==> src/rtl/leb_triangle_from_heap_id_top_macros.svh <==
// assertion macros used by the top rtl file
`ifndef LEB_TRIANGLE_FROM_HEAP_ID_TOP_MACROS_SVH
`define LEB_TRIANGLE_FROM_HEAP_ID_TOP_MACROS_SVH

// checked on every clock edge outside reset
`define LEB_ASSERT(label, prop, msg) \
    label: assert property (@(posedge aclk) disable iff (!aresetn) (prop)) else $error(msg);

// checked on every clock edge, reset included
`define LEB_ASSERT_ALWAYS(label, prop, msg) \
    label: assert property (@(posedge aclk) (prop)) else $error(msg);

`endif

==> src/rtl/lebtri_pkg.sv <==
// types, constants and fixed-point helpers of the triangle decoder
`timescale 1ns / 1ps

package lebtri_pkg;

    localparam int ID_W           = 64;
    localparam int PORT_COORD_W   = 32;
    localparam int COORD_WIDTH    = 32;
    localparam int BASE_BISECTORS = 4;
    localparam int NPOINTS        = 3 * BASE_BISECTORS;
    localparam int ADDR_W         = (NPOINTS > 1) ? $clog2(NPOINTS) : 1;
    localparam int BASE_W         = (BASE_BISECTORS > 1) ? $clog2(BASE_BISECTORS) : 1;
    localparam int DEPTH_W        = $clog2(ID_W + 1);
    localparam int SUB_W          = $clog2(ID_W);
    localparam int CFG_W          = 6;
    localparam int BYTE_W         = 8;

    typedef logic signed [COORD_WIDTH-1:0] coord_t;

    typedef struct packed {
        coord_t u;
        coord_t h;
        coord_t v;
    } point_t;

    // status of the bit-length unit
    typedef struct packed {
        logic               done;
        logic [DEPTH_W-1:0] depth;
    } len_status_t;

    function automatic coord_t to_coord(logic signed [PORT_COORD_W-1:0] x);
        logic signed [63:0] w;
        w = 64'(x);
        return w[COORD_WIDTH-1:0];
    endfunction

    function automatic logic [PORT_COORD_W-1:0] from_coord(coord_t c);
        logic signed [63:0] w;
        w = 64'(c);
        return w[PORT_COORD_W-1:0];
    endfunction

    // floor of the average, exact sum one bit wider
    function automatic coord_t half_sum(coord_t a, coord_t b);
        logic signed [COORD_WIDTH:0] s;
        s = {a[COORD_WIDTH-1], a} + {b[COORD_WIDTH-1], b};
        return s[COORD_WIDTH:1];
    endfunction

    function automatic point_t mid_point(point_t a, point_t b);
        point_t m;
        m.u = half_sum(a.u, b.u);
        m.h = half_sum(a.h, b.h);
        m.v = half_sum(a.v, b.v);
        return m;
    endfunction

endpackage

==> src/rtl/leb_triangle_from_heap_id_top.sv <==
// Longest-edge-bisection triangle decoder. A load transaction (s_tuser 0) writes one
// control point into a 12-entry table. An evaluate transaction (s_tuser 1) finds the
// bit length of the heap id (one byte per cycle), decodes the base bisector, fetches
// the three base control points from the table through its single registered read
// port, then splits the triangle once per path bit on one shared midpoint unit plus
// one closing step, and then places the first result in the output register. Results
// then leave at one per cycle while m_tready allows: six results (child vertices then
// parent vertices) or one invalid result, tlast on the final one. The next transaction
// is taken as soon as the final result sits in the output register. Table entries
// that were never written read back undefined; there is no clearing pass.
`timescale 1ns / 1ps
`include "leb_triangle_from_heap_id_top_macros.svh"

module leb_triangle_from_heap_id_top import lebtri_pkg::*; (
    input  logic             aclk,
    input  logic             aresetn,
    // configuration: base_depth
    input  logic             cfg_wr_en,
    input  logic [CFG_W-1:0] cfg_wr_data,
    // input stream
    input  logic             s_tvalid,
    output logic             s_tready,
    // heap_id[63:0], point_index[67:64], point_u[99:68], point_height[131:100],
    // point_v[163:132], zero pad
    input  logic [167:0]     s_tdata,
    // action[0]
    input  logic             s_tuser,
    // result stream
    output logic             m_tvalid,
    input  logic             m_tready,
    // valid_res[0], base_bisector[2:1], vertex[4:3], vertex_u[36:5],
    // vertex_height[68:37], vertex_v[100:69], zero pad
    output logic [103:0]     m_tdata,
    // which_triangle[0]
    output logic             m_tuser,
    output logic             m_tlast
);

    localparam logic [2:0] S_IDLE  = 3'd0;
    localparam logic [2:0] S_LEN   = 3'd1;
    localparam logic [2:0] S_SHIFT = 3'd2;
    localparam logic [2:0] S_CHECK = 3'd3;
    localparam logic [2:0] S_FETCH = 3'd4;
    localparam logic [2:0] S_SPLIT = 3'd5;
    localparam logic [2:0] S_EMIT  = 3'd6;

    localparam logic       ACT_LOAD = 1'b0;
    localparam logic [1:0] VTX_LAST = 2'd2;

    // input fields
    logic [ID_W-1:0]         in_heap_id;
    logic [3:0]              in_point_index;
    logic [PORT_COORD_W-1:0] in_u, in_h, in_v;

    assign in_heap_id     = s_tdata[63:0];
    assign in_point_index = s_tdata[67:64];
    assign in_u           = s_tdata[99:68];
    assign in_h           = s_tdata[131:100];
    assign in_v           = s_tdata[163:132];

    logic [CFG_W-1:0] base_depth_reg;

    logic [2:0]        state_reg, state_next;
    logic [ID_W-1:0]   id_reg, id_next;
    logic [SUB_W-1:0]  sub_reg, sub_next;
    logic [ID_W-1:0]   base_id_reg, base_id_next;
    logic [BASE_W-1:0] base_reg, base_next;
    logic              invalid_reg, invalid_next;
    logic [1:0]        fetch_cnt_reg, fetch_cnt_next;
    logic [1:0]        vtx_reg, vtx_next;
    logic              which_reg, which_next;
    point_t            child_reg [3];
    point_t            child_next [3];
    point_t            parent_reg [3];
    point_t            parent_next [3];

    // output register
    logic                    m_valid_reg, m_valid_next;
    logic                    o_valid_res_reg, o_valid_res_next;
    logic [1:0]              o_base_reg, o_base_next;
    logic                    o_which_reg, o_which_next;
    logic [1:0]              o_vertex_reg, o_vertex_next;
    logic [PORT_COORD_W-1:0] o_u_reg, o_u_next;
    logic [PORT_COORD_W-1:0] o_h_reg, o_h_next;
    logic [PORT_COORD_W-1:0] o_v_reg, o_v_next;
    logic                    o_last_reg, o_last_next;

    // control point table
    point_t            cp_mem [NPOINTS];
    logic              wr_en;
    logic [ADDR_W-1:0] wr_addr;
    point_t            wr_data;
    logic              rd_en;
    logic [ADDR_W-1:0] rd_addr;
    point_t            rd_data_reg;

    logic        len_start;
    len_status_t len_status;

    logic                in_acc;
    logic                out_free;
    logic [DEPTH_W-1:0]  depth_sub;
    logic [ID_W-1:0]     first_id;
    logic [ID_W-1:0]     base_diff;
    point_t              split_mid;
    logic                split_right;
    point_t              emit_pt;

    lebtri_bitlen u_bitlen (
        .aclk    (aclk),
        .aresetn (aresetn),
        .start   (len_start),
        .id      (in_heap_id),
        .status  (len_status)
    );

    assign s_tready = (state_reg == S_IDLE);
    assign in_acc   = s_tvalid && s_tready;
    assign out_free = !m_valid_reg || m_tready;

    assign depth_sub   = len_status.depth - DEPTH_W'(base_depth_reg);
    assign first_id    = ID_W'(1) << (base_depth_reg - CFG_W'(1));
    assign base_diff   = base_id_reg - first_id;
    assign split_mid   = mid_point(child_reg[0], child_reg[2]);
    assign split_right = id_reg[sub_reg - SUB_W'(1)];
    assign emit_pt     = which_reg ? parent_reg[vtx_reg] : child_reg[vtx_reg];

    assign wr_en   = in_acc && (s_tuser == ACT_LOAD) && (32'(in_point_index) < NPOINTS);
    assign wr_addr = ADDR_W'(in_point_index);
    assign wr_data = '{u: to_coord(in_u), h: to_coord(in_h), v: to_coord(in_v)};

    always_comb begin
        state_next       = state_reg;
        id_next          = id_reg;
        sub_next         = sub_reg;
        base_id_next     = base_id_reg;
        base_next        = base_reg;
        invalid_next     = invalid_reg;
        fetch_cnt_next   = fetch_cnt_reg;
        vtx_next         = vtx_reg;
        which_next       = which_reg;
        child_next       = child_reg;
        parent_next      = parent_reg;
        len_start        = 1'b0;
        rd_en            = 1'b0;
        rd_addr          = '0;
        m_valid_next     = m_valid_reg && !m_tready;
        o_valid_res_next = o_valid_res_reg;
        o_base_next      = o_base_reg;
        o_which_next     = o_which_reg;
        o_vertex_next    = o_vertex_reg;
        o_u_next         = o_u_reg;
        o_h_next         = o_h_reg;
        o_v_next         = o_v_reg;
        o_last_next      = o_last_reg;

        case (state_reg)
            S_IDLE: begin
                if (in_acc && (s_tuser != ACT_LOAD)) begin
                    id_next    = in_heap_id;
                    len_start  = 1'b1;
                    state_next = S_LEN;
                end
            end
            S_LEN: begin
                if (len_status.done) begin
                    vtx_next   = '0;
                    which_next = 1'b0;
                    sub_next   = depth_sub[SUB_W-1:0];
                    if (len_status.depth == '0 || base_depth_reg == '0 ||
                        len_status.depth < DEPTH_W'(base_depth_reg)) begin
                        invalid_next = 1'b1;
                        state_next   = S_EMIT;
                    end else begin
                        invalid_next = 1'b0;
                        state_next   = S_SHIFT;
                    end
                end
            end
            S_SHIFT: begin
                base_id_next = id_reg >> sub_reg;
                state_next   = S_CHECK;
            end
            S_CHECK: begin
                if (base_diff >= ID_W'(BASE_BISECTORS)) begin
                    invalid_next = 1'b1;
                    state_next   = S_EMIT;
                end else begin
                    base_next      = base_diff[BASE_W-1:0];
                    rd_en          = 1'b1;
                    rd_addr        = ADDR_W'(32'(base_diff[BASE_W-1:0]) * 3);
                    fetch_cnt_next = '0;
                    state_next     = S_FETCH;
                end
            end
            S_FETCH: begin
                child_next[fetch_cnt_reg]  = rd_data_reg;
                parent_next[fetch_cnt_reg] = rd_data_reg;
                if (fetch_cnt_reg == VTX_LAST) begin
                    state_next = S_SPLIT;
                end else begin
                    rd_en          = 1'b1;
                    rd_addr        = ADDR_W'(32'(base_reg) * 3 + 32'(fetch_cnt_reg) + 1);
                    fetch_cnt_next = fetch_cnt_reg + 2'd1;
                end
            end
            S_SPLIT: begin
                if (sub_reg == '0) begin
                    state_next = S_EMIT;
                end else begin
                    parent_next = child_reg;
                    if (split_right) begin
                        child_next[0] = child_reg[1];
                        child_next[2] = child_reg[0];
                    end else begin
                        child_next[0] = child_reg[2];
                        child_next[2] = child_reg[1];
                    end
                    child_next[1] = split_mid;
                    sub_next      = sub_reg - SUB_W'(1);
                end
            end
            S_EMIT: begin
                if (out_free) begin
                    m_valid_next = 1'b1;
                    if (invalid_reg) begin
                        o_valid_res_next = 1'b0;
                        o_base_next      = '0;
                        o_which_next     = 1'b0;
                        o_vertex_next    = '0;
                        o_u_next         = '0;
                        o_h_next         = '0;
                        o_v_next         = '0;
                        o_last_next      = 1'b1;
                        state_next       = S_IDLE;
                    end else begin
                        o_valid_res_next = 1'b1;
                        o_base_next      = 2'(base_reg);
                        o_which_next     = which_reg;
                        o_vertex_next    = vtx_reg;
                        o_u_next         = from_coord(emit_pt.u);
                        o_h_next         = from_coord(emit_pt.h);
                        o_v_next         = from_coord(emit_pt.v);
                        o_last_next      = which_reg && (vtx_reg == VTX_LAST);
                        if (vtx_reg == VTX_LAST) begin
                            vtx_next   = '0;
                            which_next = 1'b1;
                            if (which_reg) begin
                                state_next = S_IDLE;
                            end
                        end else begin
                            vtx_next = vtx_reg + 2'd1;
                        end
                    end
                end
            end
            default: begin
                state_next = S_IDLE;
            end
        endcase
    end

    always_ff @(posedge aclk) begin
        if (!aresetn) begin
            state_reg      <= S_IDLE;
            m_valid_reg    <= 1'b0;
            base_depth_reg <= CFG_W'(1);
        end else begin
            state_reg   <= state_next;
            m_valid_reg <= m_valid_next;
            if (cfg_wr_en) begin
                base_depth_reg <= cfg_wr_data;
            end
        end
    end

    always_ff @(posedge aclk) begin
        id_reg          <= id_next;
        sub_reg         <= sub_next;
        base_id_reg     <= base_id_next;
        base_reg        <= base_next;
        invalid_reg     <= invalid_next;
        fetch_cnt_reg   <= fetch_cnt_next;
        vtx_reg         <= vtx_next;
        which_reg       <= which_next;
        child_reg       <= child_next;
        parent_reg      <= parent_next;
        o_valid_res_reg <= o_valid_res_next;
        o_base_reg      <= o_base_next;
        o_which_reg     <= o_which_next;
        o_vertex_reg    <= o_vertex_next;
        o_u_reg         <= o_u_next;
        o_h_reg         <= o_h_next;
        o_v_reg         <= o_v_next;
        o_last_reg      <= o_last_next;
    end

    // control point table, registered read
    always_ff @(posedge aclk) begin
        if (wr_en) begin
            cp_mem[wr_addr] <= wr_data;
        end
    end

    always_ff @(posedge aclk) begin
        if (rd_en) begin
            rd_data_reg <= cp_mem[rd_addr];
        end
    end

    assign m_tvalid = m_valid_reg;
    assign m_tdata  = {3'b000, o_v_reg, o_h_reg, o_u_reg, o_vertex_reg, o_base_reg,
                       o_valid_res_reg};
    assign m_tuser  = o_which_reg;
    assign m_tlast  = o_last_reg;

    logic split_busy;
    logic last_valid_out;
    logic last_vtx_ok;

    assign split_busy     = (state_reg == S_SPLIT) && (sub_reg != '0);
    assign last_valid_out = m_tvalid && m_tlast && m_tdata[0];
    assign last_vtx_ok    = m_tuser && (m_tdata[4:3] == VTX_LAST);

    `LEB_ASSERT(a_len_done, len_status.done |-> (state_reg == S_LEN), "length done outside wait")
    `LEB_ASSERT(a_split_walk, split_busy |=> (state_reg == S_SPLIT), "split walk left early")
    `LEB_ASSERT(a_invalid_last, (m_tvalid && !m_tdata[0]) |-> m_tlast, "invalid result not last")
    `LEB_ASSERT(a_last_parent, last_valid_out |-> last_vtx_ok, "final result not parent vertex 2")

endmodule

==> src/rtl/lebtri_bitlen.sv <==
// iterative bit-length unit for the 64-bit heap id, one byte per cycle
`timescale 1ns / 1ps

module lebtri_bitlen import lebtri_pkg::*; (
    input  logic            aclk,
    input  logic            aresetn,
    input  logic            start,
    input  logic [ID_W-1:0] id,
    output len_status_t     status
);

    logic               busy_reg, busy_next;
    logic               done_reg, done_next;
    logic [ID_W-1:0]    word_reg, word_next;
    logic [DEPTH_W-1:0] cnt_reg, cnt_next;
    logic [DEPTH_W-1:0] depth_reg, depth_next;
    logic [BYTE_W-1:0]  top_byte;
    logic [3:0]         lz;

    function automatic logic [3:0] lzc8(logic [BYTE_W-1:0] b);
        logic [3:0] n;
        logic       hit;
        n   = 4'd0;
        hit = 1'b0;
        for (int i = BYTE_W - 1; i >= 0; i--) begin
            if (b[i]) begin
                hit = 1'b1;
            end else if (!hit) begin
                n = n + 4'd1;
            end
        end
        return n;
    endfunction

    assign top_byte = word_reg[ID_W-1 -: BYTE_W];
    assign lz       = lzc8(top_byte);

    always_comb begin
        busy_next  = busy_reg;
        done_next  = 1'b0;
        word_next  = word_reg;
        cnt_next   = cnt_reg;
        depth_next = depth_reg;
        if (start) begin
            busy_next = 1'b1;
            word_next = id;
            cnt_next  = DEPTH_W'(ID_W);
        end else if (busy_reg) begin
            if (top_byte != '0) begin
                depth_next = cnt_reg - DEPTH_W'(lz);
                done_next  = 1'b1;
                busy_next  = 1'b0;
            end else if (cnt_reg == DEPTH_W'(BYTE_W)) begin
                // all bytes zero
                depth_next = '0;
                done_next  = 1'b1;
                busy_next  = 1'b0;
            end else begin
                word_next = word_reg << BYTE_W;
                cnt_next  = cnt_reg - DEPTH_W'(BYTE_W);
            end
        end
    end

    always_ff @(posedge aclk) begin
        if (!aresetn) begin
            busy_reg <= 1'b0;
            done_reg <= 1'b0;
        end else begin
            busy_reg <= busy_next;
            done_reg <= done_next;
        end
    end

    always_ff @(posedge aclk) begin
        word_reg  <= word_next;
        cnt_reg   <= cnt_next;
        depth_reg <= depth_next;
    end

    assign status.done  = done_reg;
    assign status.depth = depth_reg;

endmodule
==> config.mk <==
export PLATFORM = sky130hd
export DESIGN_NAME = leb_triangle_from_heap_id_top
export DESIGN_NICKNAME = d
export VERILOG_FILES = /design/src/rtl/lebtri_pkg.sv /design/src/rtl/leb_triangle_from_heap_id_top.sv /design/src/rtl/lebtri_bitlen.sv
export VERILOG_INCLUDE_DIRS = /design/src /design/src/rtl
export SDC_FILE = /design/constraint.sdc
export NUM_CORES = 2
export LEC_CHECK = 0
export BUFFER_PORTS_ARGS = -buffer_cell sky130_fd_sc_hd__buf_2
export CAP_MARGIN = 25
export CORE_AREA = 2 2 434 544
export CTS_CLUSTER_DIAMETER = 80
export DETAILED_ROUTE_END_ITERATION = 10
export DIE_AREA = 0 0 436 546
export SETUP_SLACK_MARGIN = 0.5
export SLEW_MARGIN = 40
export SYNTH_ARGS = -nofsm -noshare
export SYNTH_HDL_FRONTEND = slang
export SYNTH_SLANG_ARGS = --single-unit
==> constraint.sdc <==
create_clock -name aclk -period 24.4 [get_ports aclk]
set_input_delay 4.88 -clock aclk [delete_from_list [all_inputs] [get_ports aclk]]
set_output_delay 4.88 -clock aclk [all_outputs]
set_load 0.01 [all_outputs]
==> results by group <==
Route
  • Routed vias/inst: 5.934
  • Via count: roughly 70000
  • Drt first pass iters: 6
  • DRT antenna net count: 0
  • Drt total wl: 300.6 mm
  • DRC errors left: 0
  • Drt wl/cell: around 25 um
  • Iter 0 DRT Violations: 6600

Clocking
  • Resized cells post-CTS: 0
  • Longest Clk Path Bufs: 4
  • CTS tree: built
  • Clock Sinks: between 2000 and 2500
  • Post-CTS Setup Inserts: 0
  • Hold-fix buffers at CTS: 0
  • Cts bufs inserted: 218
  • Clk Latency, worst-skew pair: around 0.9 ns
  • H-tree depth: 4
  • Root buffer cell: clkbuf_16
  • Clock-pin slew on the worst setup and hold paths: 0.06 ns

Setup path
  • Kind of end point of the critical path: flop
  • R2R Setup Slk: 13.88 ns
  • Crit path kind: flop to flop
  • Buffers and inverters on the worst path: 4
  • Critical-path cell list: nor2_1, ha_1, nor2_1, nand2_1, ha_1, nand4_1, nor4_1, a211o_1, a21o_1, o21ai_0, nor4b_1, nand4_1, nor4_1, nand4_1, or4_1, o21ai_4, buf_6, buf_12, buf_12, buf_4, mux2i_1, a221o_1, o311ai_1
  • Critical path required time: 25.00 ns
  • Crit path DAT: 11.12 ns
  • CP Launch Type: flop
  • Worst-path maximum fanout: slightly above 100
  • Slowest stage delay, CP: 0.77 ns
  • Cell family with most CP delay: simple AND/OR/NAND/NOR gates
  • Most common cell on crit path: nand4_1
  • Worst path slowest cell: or4_1

Timing
  • Fmax achieved: approximately 95 MHz
  • Worst-margin pin slew: 1.112 ns
  • Final max-slew violation count: 0
  • Fin crit share: 43.13%
  • Post-Route Setup TNS: 0 ns
  • RSZ-0062 raised after global routing: false
  • Final hold vios: 0
  • Worst rel slew slack: between 20% and 30%
  • Final Critical Period: 10.52 ns
  • Final setup violation count: 0
  • Final clock skew: 0.07028 ns

Power and ir drop
  • Max VDD drop: 0.06708 mV
  • Sw Share: a little over a quarter
  • Logic pwr share: 14.6%
  • Cell Int Power: 6.526 mW
  • Seq pwr share: 48.5%
  • Switching power: around 2.3 mW
  • Power Total: 8.842 mW
  • Clock Power Share: 36.9%
  • PwrDens: 76.04 mW/mm^2
  • Leak: 39.98 nW

Flow run
  • Max cap viols: 0

Logic synthesis
  • Synth Register Bits: 2156
  • Synth warn: 0
  • Area leader, netlist: edfxtp_1
  • Most frequent cell after synthesis: edfxtp_1
  • Async SR Flop Fraction: 0%
  • Share of the synthesized area in the top cell type: ~62%
  • Syn avg cell area: 12.29 um^2
  • Commonest cells post-synth: edfxtp_1 (2140), nand2_1 (1140), o21ai_0 (884)
  • Main synth FF type: edfxtp_1
  • Sequential share of the synthesized area: 61.85%
  • Netlist cell types: just under 100
  • Ranking of synthesized cells by area: edfxtp_1 (62%), mux2i_1 (4.3%), o21ai_0 (4.2%)
  • Mapped Cells: roughly 8500
  • EDFF count, synth: between 2000 and 2500
  • Mapped Area: 0.1044 mm^2

Floorplan
  • Core area: 0.2336 mm^2
  • Initial Util: approximately 45%
  • Die Ht: around 550 um
  • Die area: 0.2381 mm^2
  • Chip width: 436 um
  • Top Ports: 288
  • Core Rows: 199

Final layout
  • Multi-input logic area: ~0.037 mm^2
  • Share of cells above drive strength 1: 12.28%
  • Area Growth Syn to Fin: 11.38%
  • Nets: 8941
  • Register area: 0.06458 mm^2
  • Fill cells: 20470
  • Max reg flops: 1152

GRT
  • First-pass GRT wire length: 441.9 mm
  • Largest net degree at the start of global routing: 159
  • GRT Total Usage: 24.57%
  • Initial antenna violation count: 72
  • Total gr overflow: 0
  • Vias in the first global route: 68130

Placement
  • IO Port Bufs: 280
  • Final estimated routing congestion in global placement: ~0.95
  • Dpl hpwl: 187.0 mm

Worst hold path
  • Hold crit path type: flop to flop

Run status
  • Status: completed
-- per-layer routing --
layer  GRT usage [%]  wire length (um)  vias up
met2           40.46            143700     2499
met1           33.18            125800    35300
li1                -                 -    32030
met3           3.490             19760      599
met5               0               247        -
met4           8.877             11150       38
-- cell type report --
| cell class | instances | area share, % |
|---|---|---|
| clock buffers | 263 | 4.962 |
| diodes | 23 | 0.04949 |
| flip-flops and latches | 2156 | 55.54 |
| repair buffers | 391 | 2.327 |
| well taps | 3115 | 3.352 |
| inverters | 257 | 0.8317 |
| clock inverters | 125 | 0.9361 |
| multi-input cells | 5546 | 32.01 |
-- layout by cell type (no fill, tap or decap), types with 38 or more instances in the layout --
cell type,synthesis,final
edfxtp_1,2140,2140
nand2_1,1140,1135
o21ai_0,884,872
nor2_1,588,576
mux2i_1,449,449
a21oi_1,377,374
buf_2,22,280
inv_1,255,253
clkbuf_16,0,223
and3_1,214,214
a21boi_0,199,199
ha_1,184,184
mux4_2,164,163
and2_1,128,124
mux2_2,109,109
a221o_1,101,101
nor3_1,95,88
xnor2_1,77,76
nand3_1,71,70
o311ai_1,97,68
a21o_1,63,63
nand4_1,61,61
clkinv_1,2,54
buf_4,29,48
o21a_1,45,45
xor2_1,44,44
clkinv_2,0,39
buf_6,10,38
-- cells by family (layout without fill, tap and decap cells) --
kind of cell               after synthesis  after routing  synth area share (%)
muxes                                  723            723                 9.032
adders and majority gates              191            191                 2.339
xor gates and xnor gates               122            122                 1.031
AOI/OAI and AO/OA                     2015           2015                 11.94
and+or+nand+nor                       2492           2492                 10.72
other                                    1             26              0.003592
DFF                                   2156           2156                 61.85
buffers and inverters                  799           1036                 3.086
-- power groups by stage --
stage / sequential [mW] / clock [mW] / combinational, mW
2_1_floorplan: 4.36 / 0 / 0.846
3_3_place_gp: 4.36 / 0 / 1.26
3_5_place_dp: 4.37 / 0 / 1.28
4_1_cts: 4.29 / 3.32 / 1.28
5_1_grt: 4.30 / 3.46 / 1.40
6_report: 4.29 / 3.26 / 1.29
-- stage by stage --
stage / cell area, um^2 / cells / hold WS, ns / setup WS [ns] / utilization [%]
after detailed placement: 109200 / 11460 / 0.5058 / 13.93 / 46.74
after floorplan: 104400 / 8501 / 0.4905 / 11.79 / -
after global routing: 116300 / 11860 / 0.5381 / 13.46 / 49.78
after global placement: 108600 / 11450 / 0.5025 / 13.82 / 46.51
after CTS: 116000 / 11850 / 0.5122 / 13.88 / 49.68
final: 116300 / 11880 / 0.5115 / 13.88 / 49.79
-- path summary, 6_finish.rpt --
kind,start,to,cells after the start
worst max-delay path,base_depth_reg[1]$_SDFFE_PN0P_,rd_data_reg[51]$_DFFE_PP_,23
worst min-delay path,u_bitlen.word_reg[50]$_DFFE_PP_,u_bitlen.word_reg[58]$_DFFE_PP_,2
worst max register to register,base_depth_reg[1]$_SDFFE_PN0P_,rd_data_reg[51]$_DFFE_PP_,23
worst min register to register,u_bitlen.word_reg[50]$_DFFE_PP_,u_bitlen.word_reg[58]$_DFFE_PP_,2
-- worst register-to-register path, cell delays in order (launching register included) --
cell and delay (ns):
dfxtp_1 0.61, nor2_1 0.12, ha_1 0.39, nor2_1 0.72, nand2_1 0.12, ha_1 0.72, nand4_1 0.41, nor4_1 0.51
a211o_1 0.20, a21o_1 0.33, o21ai_0 0.17, nor4b_1 0.42, nand4_1 0.36, nor4_1 0.27, nand4_1 0.14, or4_1 0.77
o21ai_4 0.25, buf_6 0.49, buf_12 0.64, buf_12 0.72, buf_4 0.79, mux2i_1 0.20, a221o_1 0.38, o311ai_1 0.53
Power figures use the tool's default switching activity.
